**src/rtl/text_terminal_cell_renderer_unit_defines.svh**
```systemverilog
// Assertion macros shared by the terminal renderer modules.
`ifndef TEXT_TERMINAL_CELL_RENDERER_UNIT_DEFINES_SVH
`define TEXT_TERMINAL_CELL_RENDERER_UNIT_DEFINES_SVH

// Checks a property at every rising clock edge outside reset.
`define TTCR_ASSERT(label, prop, msg) \
   label: assert property (@(posedge clock) disable iff (reset) (prop)) else $error(msg);

// Checks that a condition in one cycle implies another in the next cycle.
`define TTCR_ASSERT_NEXT(label, cond, post, msg) \
   label: assert property (@(posedge clock) disable iff (reset) (cond) |=> (post)) else $error(msg);

`endif

```
**src/rtl/ttcr_pkg.sv**
```systemverilog
// Shared constants, types and font table of the terminal cell renderer.
package ttcr_pkg;

   localparam int TEXT_COLS = 40;
   localparam int TEXT_ROWS = 40;
   localparam int TAB_WIDTH = 8;
   localparam int POS_W = 6;
   localparam int CNT_W = $clog2(TAB_WIDTH + 1);
   localparam int GLYPH_W = 48;
   localparam int GLYPH_COUNT = 95;
   localparam int REQ_DATA_W = 24;
   localparam int RSP_DATA_W = 72;

   localparam logic [1:0] OP_PUT = 2'd0;
   localparam logic [1:0] OP_CURSOR = 2'd1;
   localparam logic [1:0] OP_LATCH = 2'd2;

   localparam logic [1:0] ACT_DRAW = 2'd0;
   localparam logic [1:0] ACT_ROW_CLEAR = 2'd1;
   localparam logic [1:0] ACT_WIN_CLEAR = 2'd2;
   localparam logic [1:0] ACT_REJECT = 2'd3;

   localparam logic [1:0] REG_TOP = 2'd0;
   localparam logic [1:0] REG_LEFT = 2'd1;
   localparam logic [1:0] REG_ROWS = 2'd2;
   localparam logic [1:0] REG_COLS = 2'd3;

   localparam logic [7:0] CH_NUL = 8'h00;
   localparam logic [7:0] CH_TAB = 8'h09;
   localparam logic [7:0] CH_LF = 8'h0A;
   localparam logic [7:0] CH_VT = 8'h0B;
   localparam logic [7:0] CH_FF = 8'h0C;
   localparam logic [7:0] CH_CR = 8'h0D;
   localparam logic [6:0] CH_SPACE = 7'h20;
   localparam logic [6:0] CH_QMARK = 7'h3F;
   localparam logic [6:0] GLYPH_FIRST = 7'h20;
   localparam logic [6:0] GLYPH_LAST = 7'h7E;

   typedef struct packed {
      logic [POS_W-1:0] top;
      logic [POS_W-1:0] left;
      logic [POS_W-1:0] rows;
      logic [POS_W-1:0] cols;
   } window_type;

   // A run is an optional clear or status result followed by a row of draws.
   typedef struct packed {
      logic             pre_valid;
      logic [1:0]       pre_action;
      logic [POS_W-1:0] pre_row;
      logic [POS_W-1:0] pre_col;
      logic [CNT_W-1:0] cnt;
      logic [POS_W-1:0] row;
      logic [POS_W-1:0] col;
      logic [6:0]       ch;
   } run_type;

   typedef struct packed {
      logic [1:0]         action;
      logic [POS_W-1:0]   row;
      logic [POS_W-1:0]   col;
      logic [GLYPH_W-1:0] glyph;
      logic [6:0]         ch;
      logic               last;
   } rsp_type;

   // Column k of a glyph sits in bits 8k+7..8k, bit j is pixel row j.
   localparam logic [GLYPH_W-1:0] GLYPH_ROM [GLYPH_COUNT] = '{
      48'h0000_0000_0000, 48'h0000_002E_0000, 48'h0000_0600_0600, 48'h143E_143E_1400,
      48'h0014_762C_2800, 48'h2006_0830_0200, 48'h2810_2A2A_1400, 48'h0000_0006_0000,
      48'h0000_221C_0000, 48'h0000_1C22_0000, 48'h0000_0A04_0A00, 48'h0000_081C_0800,
      48'h0000_0020_4000, 48'h0000_0808_0800, 48'h0000_0020_0000, 48'h0204_0810_2000,
      48'h001C_2222_1C00, 48'h0000_3E02_0000, 48'h0024_2A2A_3200, 48'h0014_2A2A_2200,
      48'h0010_3E14_1800, 48'h0012_2A2A_2E00, 48'h0010_2A2A_1C00, 48'h0006_0A32_0200,
      48'h0014_2A2A_1400, 48'h001C_2A2A_0400, 48'h0000_0014_0000, 48'h0000_0024_4000,
      48'h0000_2214_0800, 48'h0000_1414_1400, 48'h0000_0814_2200, 48'h0004_0A2A_0200,
      48'h1C2A_3A22_1C00, 48'h003C_1212_3C00, 48'h0014_2A2A_3E00, 48'h0000_2222_1C00,
      48'h001C_2222_3E00, 48'h0000_2A2A_3E00, 48'h0000_0A0A_3E00, 48'h003A_2A22_1C00,
      48'h003E_0808_3E00, 48'h0000_223E_2200, 48'h001E_2220_1000, 48'h0022_1408_3E00,
      48'h0000_2020_3E00, 48'h3E04_0804_3E00, 48'h003E_0804_3E00, 48'h001C_2222_1C00,
      48'h000C_1212_3E00, 48'h005C_2222_1C00, 48'h002C_1212_3E00, 48'h0012_2A2A_2400,
      48'h0000_023E_0200, 48'h001E_2020_1E00, 48'h0006_1820_1E00, 48'h1E20_1C20_1E00,
      48'h0036_0808_3600, 48'h001E_2828_0600, 48'h0000_262A_3200, 48'h0000_223E_0000,
      48'h2010_0804_0200, 48'h0000_3E22_0000, 48'h0000_0402_0400, 48'h0020_2020_2000,
      48'h0000_0402_0000, 48'h003C_2424_1800, 48'h0018_2424_3E00, 48'h0000_2424_1800,
      48'h003E_2424_1800, 48'h0008_2C34_1800, 48'h0000_0A3C_0800, 48'h007C_A4A4_1800,
      48'h0038_0404_3E00, 48'h0000_003A_0000, 48'h0000_7A80_0000, 48'h0024_1810_3E00,
      48'h0000_003E_0000, 48'h3804_3C04_3C00, 48'h0038_0404_3C00, 48'h0018_2424_1800,
      48'h0018_2424_FC00, 48'h00FC_2424_1800, 48'h0000_0408_3C00, 48'h0014_342C_2800,
      48'h0000_241E_0400, 48'h003C_2020_1C00, 48'h000C_1020_1C00, 48'h0C30_0C30_0C00,
      48'h0000_2418_2400, 48'h007C_A0A0_1C00, 48'h0024_2C34_2400, 48'h0000_2236_0800,
      48'h0000_003E_0000, 48'h0000_0836_2200, 48'h0002_0402_0400
   };

   function automatic logic [GLYPH_W-1:0] glyph_of(input logic [6:0] ch);
      logic [6:0] idx;
      idx = ch - GLYPH_FIRST;
      if (ch >= GLYPH_FIRST && ch <= GLYPH_LAST) begin
         return GLYPH_ROM[idx];
      end
      return '0;
   endfunction

endpackage

```
**src/rtl/text_terminal_cell_renderer_unit.sv**
```systemverilog
// Top level of the text terminal cell renderer.
// Commands arrive on the req_ stream: tuser carries the opcode (put character, set
// cursor relative to the window, latch window and clear) and tdata its operands.
// Each command yields zero to nine results on the rsp_ stream: cell draws with a
// 6x8 glyph, row clears, window clears or a window rejection; tlast marks the final
// result of a command. The csr_ channel writes the window registers and is always
// ready; the user writes it only while no command is in flight; the block does not enforce this.
// Each command is planned against the cursor state into the run register, and each
// result then passes through the output register.
// A command is taken every cycle while runs hold one result each and the receiver
// keeps up; a command with several results holds req_tready low while the run register
// drains, one result per cycle unless the receiver stalls. When the receiver stalls the output
// register holds its result, and the next command is still taken as the current run finishes.
// Reset clears the cursor to the top left corner, makes the whole 40 by 40 screen
// the active window, loads the window registers with the same window, and empties
// the run and output registers.
module text_terminal_cell_renderer_unit (
   input  logic                            clock,
   input  logic                            reset,
   input  logic                            req_tvalid,
   output logic                            req_tready,
   input  logic [ttcr_pkg::REQ_DATA_W-1:0] req_tdata,  // char_code, cursor_row_rel, cursor_col_rel
   input  logic [1:0]                      req_tuser,  // opcode
   output logic                            rsp_tvalid,
   input  logic                            rsp_tready,
   output logic [ttcr_pkg::RSP_DATA_W-1:0] rsp_tdata,  // cell_row, cell_col, glyph_bits, shown_char
   output logic [1:0]                      rsp_tuser,  // action
   output logic                            rsp_tlast,
   input  logic                            csr_valid,
   output logic                            csr_ready,
   input  logic [1:0]                      csr_index,
   input  logic [ttcr_pkg::POS_W-1:0]      csr_wdata
);
   import ttcr_pkg::*;

   window_type window_ff, window_in;
   logic       req_fire;
   logic       can_load;
   run_type    plan;
   rsp_type    rsp;

   always_comb begin
      window_in = window_ff;
      if (csr_valid) begin
         case (csr_index)
            REG_TOP: window_in.top = csr_wdata;
            REG_LEFT: window_in.left = csr_wdata;
            REG_ROWS: window_in.rows = csr_wdata;
            REG_COLS: window_in.cols = csr_wdata;
            default: window_in = window_ff;
         endcase
      end
   end

   always_ff @(posedge clock) begin
      if (reset) begin
         window_ff.top <= '0;
         window_ff.left <= '0;
         window_ff.rows <= POS_W'(TEXT_ROWS);
         window_ff.cols <= POS_W'(TEXT_COLS);
      end else begin
         window_ff <= window_in;
      end
   end

   assign csr_ready = 1'b1;
   assign req_tready = can_load;
   assign req_fire = req_tvalid && can_load;

   ttcr_decode u_decode (
      .clock          (clock),
      .reset          (reset),
      .req_fire       (req_fire),
      .opcode         (req_tuser),
      .char_code      (req_tdata[7:0]),
      .cursor_row_rel (req_tdata[13:8]),
      .cursor_col_rel (req_tdata[19:14]),
      .window         (window_ff),
      .plan           (plan)
   );

   ttcr_run u_run (
      .clock     (clock),
      .reset     (reset),
      .load      (req_fire),
      .plan      (plan),
      .can_load  (can_load),
      .rsp_valid (rsp_tvalid),
      .rsp_ready (rsp_tready),
      .rsp       (rsp)
   );

   assign rsp_tdata = {5'b0, rsp.ch, rsp.glyph, rsp.col, rsp.row};
   assign rsp_tuser = rsp.action;
   assign rsp_tlast = rsp.last;

endmodule

```
**src/rtl/ttcr_decode.sv**
```systemverilog
// Command decoder that keeps the cursor and active window and plans each result run.
`include "text_terminal_cell_renderer_unit_defines.svh"

module ttcr_decode (
   input  logic                        clock,
   input  logic                        reset,
   input  logic                        req_fire,
   input  logic [1:0]                  opcode,
   input  logic [7:0]                  char_code,
   input  logic [ttcr_pkg::POS_W-1:0]  cursor_row_rel,
   input  logic [ttcr_pkg::POS_W-1:0]  cursor_col_rel,
   input  ttcr_pkg::window_type        window,
   output ttcr_pkg::run_type           plan
);
   import ttcr_pkg::*;

   logic [POS_W-1:0] cur_row_ff, cur_row_in;
   logic [POS_W-1:0] cur_col_ff, cur_col_in;
   logic [POS_W-1:0] top_ff, top_in;
   logic [POS_W-1:0] left_ff, left_in;
   logic [POS_W-1:0] end_row_ff, end_row_in;
   logic [POS_W-1:0] end_col_ff, end_col_in;

   logic [POS_W:0]   row_plus;
   logic [POS_W-1:0] wrap_row;
   logic             wrap;
   logic [POS_W-1:0] base_row;
   logic [POS_W-1:0] base_col;
   logic [POS_W:0]   tab_stop;
   logic [POS_W:0]   tab_end;
   logic [CNT_W-1:0] tab_cnt;
   logic             printable;
   logic [6:0]       shown;
   logic [POS_W-1:0] win_h;
   logic [POS_W-1:0] win_w;
   logic [POS_W-1:0] sat_row;
   logic [POS_W-1:0] sat_col;
   logic [POS_W:0]   row_span;
   logic [POS_W:0]   col_span;
   logic             win_ok;

   always_comb begin
      row_plus = {1'b0, cur_row_ff} + (POS_W+1)'(1);
      wrap_row = (row_plus >= {1'b0, end_row_ff}) ? top_ff : row_plus[POS_W-1:0];
      wrap = (char_code == CH_LF) || (cur_col_ff >= end_col_ff);
      base_row = wrap ? wrap_row : cur_row_ff;
      base_col = wrap ? left_ff : cur_col_ff;
      tab_stop = (POS_W+1)'((({1'b0, base_col} / TAB_WIDTH) + 1) * TAB_WIDTH);
      tab_end = (tab_stop > {1'b0, end_col_ff}) ? {1'b0, end_col_ff} : tab_stop;
      tab_cnt = CNT_W'(tab_end - {1'b0, base_col});
      printable = char_code inside {[8'h20:8'h7E]};
      shown = printable ? char_code[6:0] : CH_QMARK;

      win_h = end_row_ff - top_ff;
      win_w = end_col_ff - left_ff;
      sat_row = (cursor_row_rel >= win_h) ? win_h - POS_W'(1) : cursor_row_rel;
      sat_col = (cursor_col_rel >= win_w) ? win_w - POS_W'(1) : cursor_col_rel;

      row_span = {1'b0, window.top} + {1'b0, window.rows};
      col_span = {1'b0, window.left} + {1'b0, window.cols};
      win_ok = (window.top < POS_W'(TEXT_ROWS)) && (window.left < POS_W'(TEXT_COLS)) &&
               (window.rows != '0) && (window.cols != '0) &&
               (row_span <= (POS_W+1)'(TEXT_ROWS)) && (col_span <= (POS_W+1)'(TEXT_COLS));
   end

   always_comb begin
      cur_row_in = cur_row_ff;
      cur_col_in = cur_col_ff;
      top_in = top_ff;
      left_in = left_ff;
      end_row_in = end_row_ff;
      end_col_in = end_col_ff;
      plan = '0;
      if (req_fire) begin
         case (opcode)
            OP_PUT: begin
               case (char_code)
                  CH_NUL: begin
                  end
                  CH_CR: begin
                     cur_col_in = left_ff;
                  end
                  CH_VT: begin
                     cur_row_in = top_ff;
                  end
                  CH_FF: begin
                     cur_row_in = top_ff;
                     cur_col_in = left_ff;
                     plan.pre_valid = 1'b1;
                     plan.pre_action = ACT_WIN_CLEAR;
                     plan.pre_row = top_ff;
                     plan.pre_col = left_ff;
                  end
                  default: begin
                     cur_row_in = base_row;
                     cur_col_in = base_col;
                     if (wrap) begin
                        plan.pre_valid = 1'b1;
                        plan.pre_action = ACT_ROW_CLEAR;
                        plan.pre_row = wrap_row;
                        plan.pre_col = left_ff;
                     end
                     plan.row = base_row;
                     plan.col = base_col;
                     if (char_code == CH_TAB) begin
                        plan.cnt = tab_cnt;
                        plan.ch = CH_SPACE;
                        cur_col_in = tab_end[POS_W-1:0];
                     end else if (char_code != CH_LF) begin
                        plan.cnt = CNT_W'(1);
                        plan.ch = shown;
                        cur_col_in = base_col + POS_W'(1);
                     end
                  end
               endcase
            end
            OP_CURSOR: begin
               cur_row_in = top_ff + sat_row;
               cur_col_in = left_ff + sat_col;
            end
            OP_LATCH: begin
               plan.pre_valid = 1'b1;
               if (win_ok) begin
                  top_in = window.top;
                  left_in = window.left;
                  end_row_in = row_span[POS_W-1:0];
                  end_col_in = col_span[POS_W-1:0];
                  cur_row_in = window.top;
                  cur_col_in = window.left;
                  plan.pre_action = ACT_WIN_CLEAR;
                  plan.pre_row = window.top;
                  plan.pre_col = window.left;
               end else begin
                  plan.pre_action = ACT_REJECT;
               end
            end
            default: begin
            end
         endcase
      end
   end

   always_ff @(posedge clock) begin
      if (reset) begin
         cur_row_ff <= '0;
         cur_col_ff <= '0;
         top_ff <= '0;
         left_ff <= '0;
         end_row_ff <= POS_W'(TEXT_ROWS);
         end_col_ff <= POS_W'(TEXT_COLS);
      end else begin
         cur_row_ff <= cur_row_in;
         cur_col_ff <= cur_col_in;
         top_ff <= top_in;
         left_ff <= left_in;
         end_row_ff <= end_row_in;
         end_col_ff <= end_col_in;
      end
   end

   // The cursor row stays inside the window; the column may sit one past its right edge.
   `TTCR_ASSERT(a_row_in_window, cur_row_ff >= top_ff && cur_row_ff < end_row_ff, "cursor row outside window")
   `TTCR_ASSERT(a_col_in_window, cur_col_ff >= left_ff && cur_col_ff <= end_col_ff, "cursor column outside window")
   `TTCR_ASSERT(a_window_nonempty, end_row_ff > top_ff && end_col_ff > left_ff, "active window is empty")

endmodule

```
**src/rtl/ttcr_run.sv**
```systemverilog
// Result run register and output register that issue one result per transaction.
`include "text_terminal_cell_renderer_unit_defines.svh"

module ttcr_run (
   input  logic              clock,
   input  logic              reset,
   input  logic              load,
   input  ttcr_pkg::run_type plan,
   output logic              can_load,
   output logic              rsp_valid,
   input  logic              rsp_ready,
   output ttcr_pkg::rsp_type rsp
);
   import ttcr_pkg::*;

   run_type run_ff, run_in;
   logic    out_valid_ff, out_valid_in;
   rsp_type out_ff, out_in;

   logic    run_valid;
   logic    advance;
   logic    run_final;
   rsp_type elem;

   always_comb begin
      run_valid = run_ff.pre_valid || (run_ff.cnt != '0);
      advance = run_valid && (!out_valid_ff || rsp_ready);
      if (run_ff.pre_valid) begin
         elem.action = run_ff.pre_action;
         elem.row = run_ff.pre_row;
         elem.col = run_ff.pre_col;
         elem.glyph = '0;
         elem.ch = CH_SPACE;
         elem.last = (run_ff.cnt == '0);
      end else begin
         elem.action = ACT_DRAW;
         elem.row = run_ff.row;
         elem.col = run_ff.col;
         elem.glyph = glyph_of(run_ff.ch);
         elem.ch = run_ff.ch;
         elem.last = (run_ff.cnt == CNT_W'(1));
      end
      run_final = run_valid && elem.last;
      can_load = !run_valid || (run_final && advance);

      run_in = run_ff;
      if (advance) begin
         if (run_ff.pre_valid) begin
            run_in.pre_valid = 1'b0;
         end else begin
            run_in.cnt = run_ff.cnt - CNT_W'(1);
            run_in.col = run_ff.col + POS_W'(1);
         end
      end
      if (load) begin
         run_in = plan;
      end

      out_in = advance ? elem : out_ff;
      if (advance) begin
         out_valid_in = 1'b1;
      end else if (rsp_ready) begin
         out_valid_in = 1'b0;
      end else begin
         out_valid_in = out_valid_ff;
      end
   end

   always_ff @(posedge clock) begin
      if (reset) begin
         run_ff <= '0;
         out_valid_ff <= 1'b0;
      end else begin
         run_ff <= run_in;
         out_valid_ff <= out_valid_in;
      end
   end

   always_ff @(posedge clock) begin
      out_ff <= out_in;
   end

   assign rsp_valid = out_valid_ff;
   assign rsp = out_ff;

   `TTCR_ASSERT(a_cnt_bound, run_ff.cnt <= CNT_W'(TAB_WIDTH), "draw count exceeds a tab span")
   `TTCR_ASSERT_NEXT(a_run_continues, advance && !run_final, run_valid, "run ended before its last result")
   `TTCR_ASSERT_NEXT(a_out_filled, advance, out_valid_ff, "issued result not held in output register")

endmodule
```
**config.mk**
```make
export PLATFORM = sky130hd
export DESIGN_NAME = text_terminal_cell_renderer_unit
export DESIGN_NICKNAME = d
export VERILOG_FILES = /design/src/rtl/ttcr_pkg.sv /design/src/rtl/text_terminal_cell_renderer_unit.sv /design/src/rtl/ttcr_decode.sv /design/src/rtl/ttcr_run.sv
export VERILOG_INCLUDE_DIRS = /design/src /design/src/rtl
export SDC_FILE = /design/constraint.sdc
export NUM_CORES = 1
export LEC_CHECK = 0
export BUFFER_PORTS_ARGS = -buffer_cell sky130_fd_sc_hd__buf_2
export CAP_MARGIN = 20
export CORE_ASPECT_RATIO = 0.9
export CORE_UTILIZATION = 26
export DETAILED_ROUTE_END_ITERATION = 10
export SYNTH_ARGS = -nofsm -noshare
export SYNTH_HDL_FRONTEND = slang
export SYNTH_HIERARCHICAL = 1
export SYNTH_SLANG_ARGS = --single-unit
```
**constraint.sdc**
```tcl
create_clock -name clock -period 11.25 [get_ports clock]
set_input_delay 1.6875 -clock clock [delete_from_list [all_inputs] [get_ports clock]]
set_output_delay 1.6875 -clock clock [all_outputs]
set_load 0.01 [all_outputs]
```
==> results.ini <==
[drt]
dr.pass1.iters=6
avgViaCountPerCell=5.38
ant_nets=0
drcViolationCount=0
drt_iter0_markers=1586
routed_wl_um=42800
vias=12400
wl_per_cell_um=18.6

[place]
place_congestion=0.947
dpl-instance-area_sq_um=13900
portBuffers=90
dp_hpwl_um=30300

[logic_synthesis]
ys_seq_area_share_pct=27.5
synth_top_area_share_pct=15.1
synth_area_per_cell_sq_um=8.10
synthFlopType=dfxtp_1
synth_cell_types=89
synth_top_cell_by_area=dfxtp_1
yosys_warnings=6
synth_area_leaders=dfxtp_1 15%, edfxtp_1 12%, ha_1 9.1%
synth_area_sq_um=13100
synth-edff-count=54
async_flop_share_pct=0
ys_ff_latch=153
netlist_instances=1616

[clocking]
numCtsBuffers=17
clock_latency_ps=470
cts_hold_buf=0
root_buffer=clkbuf_16
cts_tree=done
clk_pin_slew_ps=70
clockBufferDepth=2
ctsResizeCount=0
cts.sinks=153
postCtsSetupBuffers=0
cts_htree_levels=4

[layout]
nNetsFinal=1762
area_growth_pct=10.8
drive_above_1_share_pct=11.4
final_cell_area_sq_um=14500

[setup_path]
cp_slowest_stage_delay_ps=710
crit_path_max_fanout=20
cp-start-kind=primary input
required_ps=11630
endpoint_kind=flop
critPathArrivalTime_ps=6830
cp-startpoint=req_tdata[4]
crit_type=primary input to flop
reg2reg_from=u_decode/end_col_ff[0]$_SDFFE_PP0P_
cp_slowest_cell=or4_1
crit_chain=buf_2 -> or4_1 -> o22a_1 -> o21ai_1 -> buf_4 -> mux2i_1 -> inv_1 -> ha_1 -> xnor2_1 -> ha_1 -> nand4b_1 -> nor3_1 -> o21ai_0 -> mux2i_1 -> nand2b_1 -> ha_1 -> inv_1 -> fa_1 -> inv_1 -> nor3_1 -> nand2_1 -> a21oi_1

[timing]
period_needed_ps=6450
setup_viol=0
fin_worst_skew_ps=18.1
slew_viol_final=0
rsz0062_at_grt=false
fmax_ghz=0.155
slew_headroom_pct=29.8
worst_pin_slew_ps=1050
tns_ps=0
hold_violations=0
finalCritPeriodShare_pct=57.3

[floorplanning]
dieArea_sq_um=51200
fp-row-count=77
die_height_um=215
core_area_sq_um=49400
die_w_um=238
start_util_pct=26.5
io-pin-count=117

[global_route]
grt_first_pass_wirelength_um=66300
grt_antenna_before_repair=6
grt_overflow=0
grt_max_degree=99
gr-usage-all-layers_pct=16.4
grt_pass1_vias=11500

[status]
outcome=complete, no violations

[power]
leakage_nw=5.42
power_density_nw_per_um2=153
peakVddDrop_mv=0.124

[hold_path]
hold_path.class=flop to flop
hold_path.startpoint=u_run/run_ff[3]$_SDFFE_PP0P_

[run]
cap_viol_max_count=0

per-layer routing:
layer / track usage, % / vias to the layer above / routed length [um]
met5: 0 / - / 41
met2: 23.3 / 557 / 17600
met1: 24.0 / 5913 / 20400
met3: 3.93 / 89 / 3820
li1: - / 5851 / -
met4: 4.91 / 6 / 953
cells in the mapped netlist, drive strengths merged, types with 13 or more instances:
library cell and count:
mux2 15, xnor2 23, nand2b 57, o21a 17
ha 95, a311oi 14, edfxtp 54, dfxtp 99
nand3 47, a211oi 19, mux2i 87, inv 60
o21ai 88, a31oi 27, and2 16, nor2b 24
nor3 35, a22oi 19, o211ai 13, nand2 131
a21oi 122, xor2 20, a21o 13, clkbuf 77
buf 68, and3 14, nor2 167
through the flow:
stage	hold WS (ps)	util, %	setup slack (ps)	cells	power [mW]
6_report	492	29.3	4800	2306	2.22
5_1_grt	516	29.3	4400	2306	2.36
4_1_cts	497	29.3	4890	2305	2.24
3_5_place_dp	479	28.2	4390	2273	1.66
3_3_place_gp	467	28.2	4400	2272	1.64
2_1_floorplan	452	-	5250	1635	1.40
cell usage in the layout, fill, tap and decap left out, types with 8 or more instances in the layout:
cell type	Yosys	layout
a21oi_1	122	122
o211ai_1	13	13
and2_1	13	12
o31ai_1	10	10
conb_1	3	22
dfxtp_1	99	96
nand3_1	47	47
and3_1	14	14
nand2_1	131	131
nor2_1	167	166
mux2i_1	86	86
buf_4	23	22
o22ai_1	9	9
o21a_1	16	16
edfxtp_1	54	54
a311oi_1	14	14
clkbuf_16	0	17
o21ai_0	82	82
buf_2	28	90
a31oi_1	27	27
inv_1	60	60
mux2_2	14	14
or3_1	9	9
nand2b_1	57	57
a211oi_1	19	19
o31a_1	9	9
xor2_1	20	20
nand4_1	8	8
a21o_1	13	13
nor3_1	33	32
nor2b_1	24	24
a22oi_1	19	19
ha_1	95	95
xnor2_1	23	23
area by class of cell:
type	count	area [sq um]
Fill cell	5301	34900
Tap cell	671	840
Multi-Input combinational cell	1275	8640
Sequential cell	153	3610
Inverter	62	233
Antenna cell	1	2.50
Timing Repair Buffer	112	616
Clock inverter	13	130
Clock buffer	19	433
worst max-delay path, delay by kind of cell:
kind | cells | cell delay [ps]
xor gates and xnor gates | 1 | 140
AOI/OAI and AO/OA | 4 | 620
buffers and inverters | 5 | 600
and+or+nand+nor | 6 | 1520
adders and majority gates | 4 | 1200
muxes | 2 | 1060
state kept, by name, indices dropped and copies added (netlist names):
signal and count:
u_decode/end_row_ff 6, u_run/rsp 54, u_decode/cur_col_ff 6, u_run/rsp_valid 1, u_decode/top_ff 6, u_decode/cur_row_ff 6, u_decode/end_col_ff 6, u_run/run_ff 38
window_ff 24, u_decode/left_ff 6
logic make-up (layout without fill, tap and decap cells):
group                      after synthesis  count (layout)  share of synthesized area [%]
other                                    3              23                         0.0861
muxes                                  105             105                           8.52
DFF                                    153             153                           27.5
and+or+nand+nor                        553             553                           20.8
buffers and inverters                  207             206                           7.10
AOI/OAI and AO/OA                      450             450                           22.9
adders and majority gates              102             102                           10.2
xor gates and xnor gates                43              43                           2.88
worst paths after layout:
path	to	slack, ps	cells after the start
worst min register to register	u_run/run_ff[3]$_SDFFE_PP0P_	490	2
worst max-delay path	u_run/run_ff[20]$_SDFFE_PP0P_	4800	22
worst min-delay path	u_run/run_ff[3]$_SDFFE_PP0P_	490	2
worst max register to register	u_run/run_ff[20]$_SDFFE_PP0P_	5980	22
power breakdown:
part / total [mW] / switching [mW] / internal, mW
Sequential: 0.791 / 0.0588 / 0.732
Clock: 0.574 / 0.264 / 0.310
Combinational: 0.858 / 0.548 / 0.310
Total: 2.22 / 0.870 / 1.35
Power figures use the tool's default switching activity.
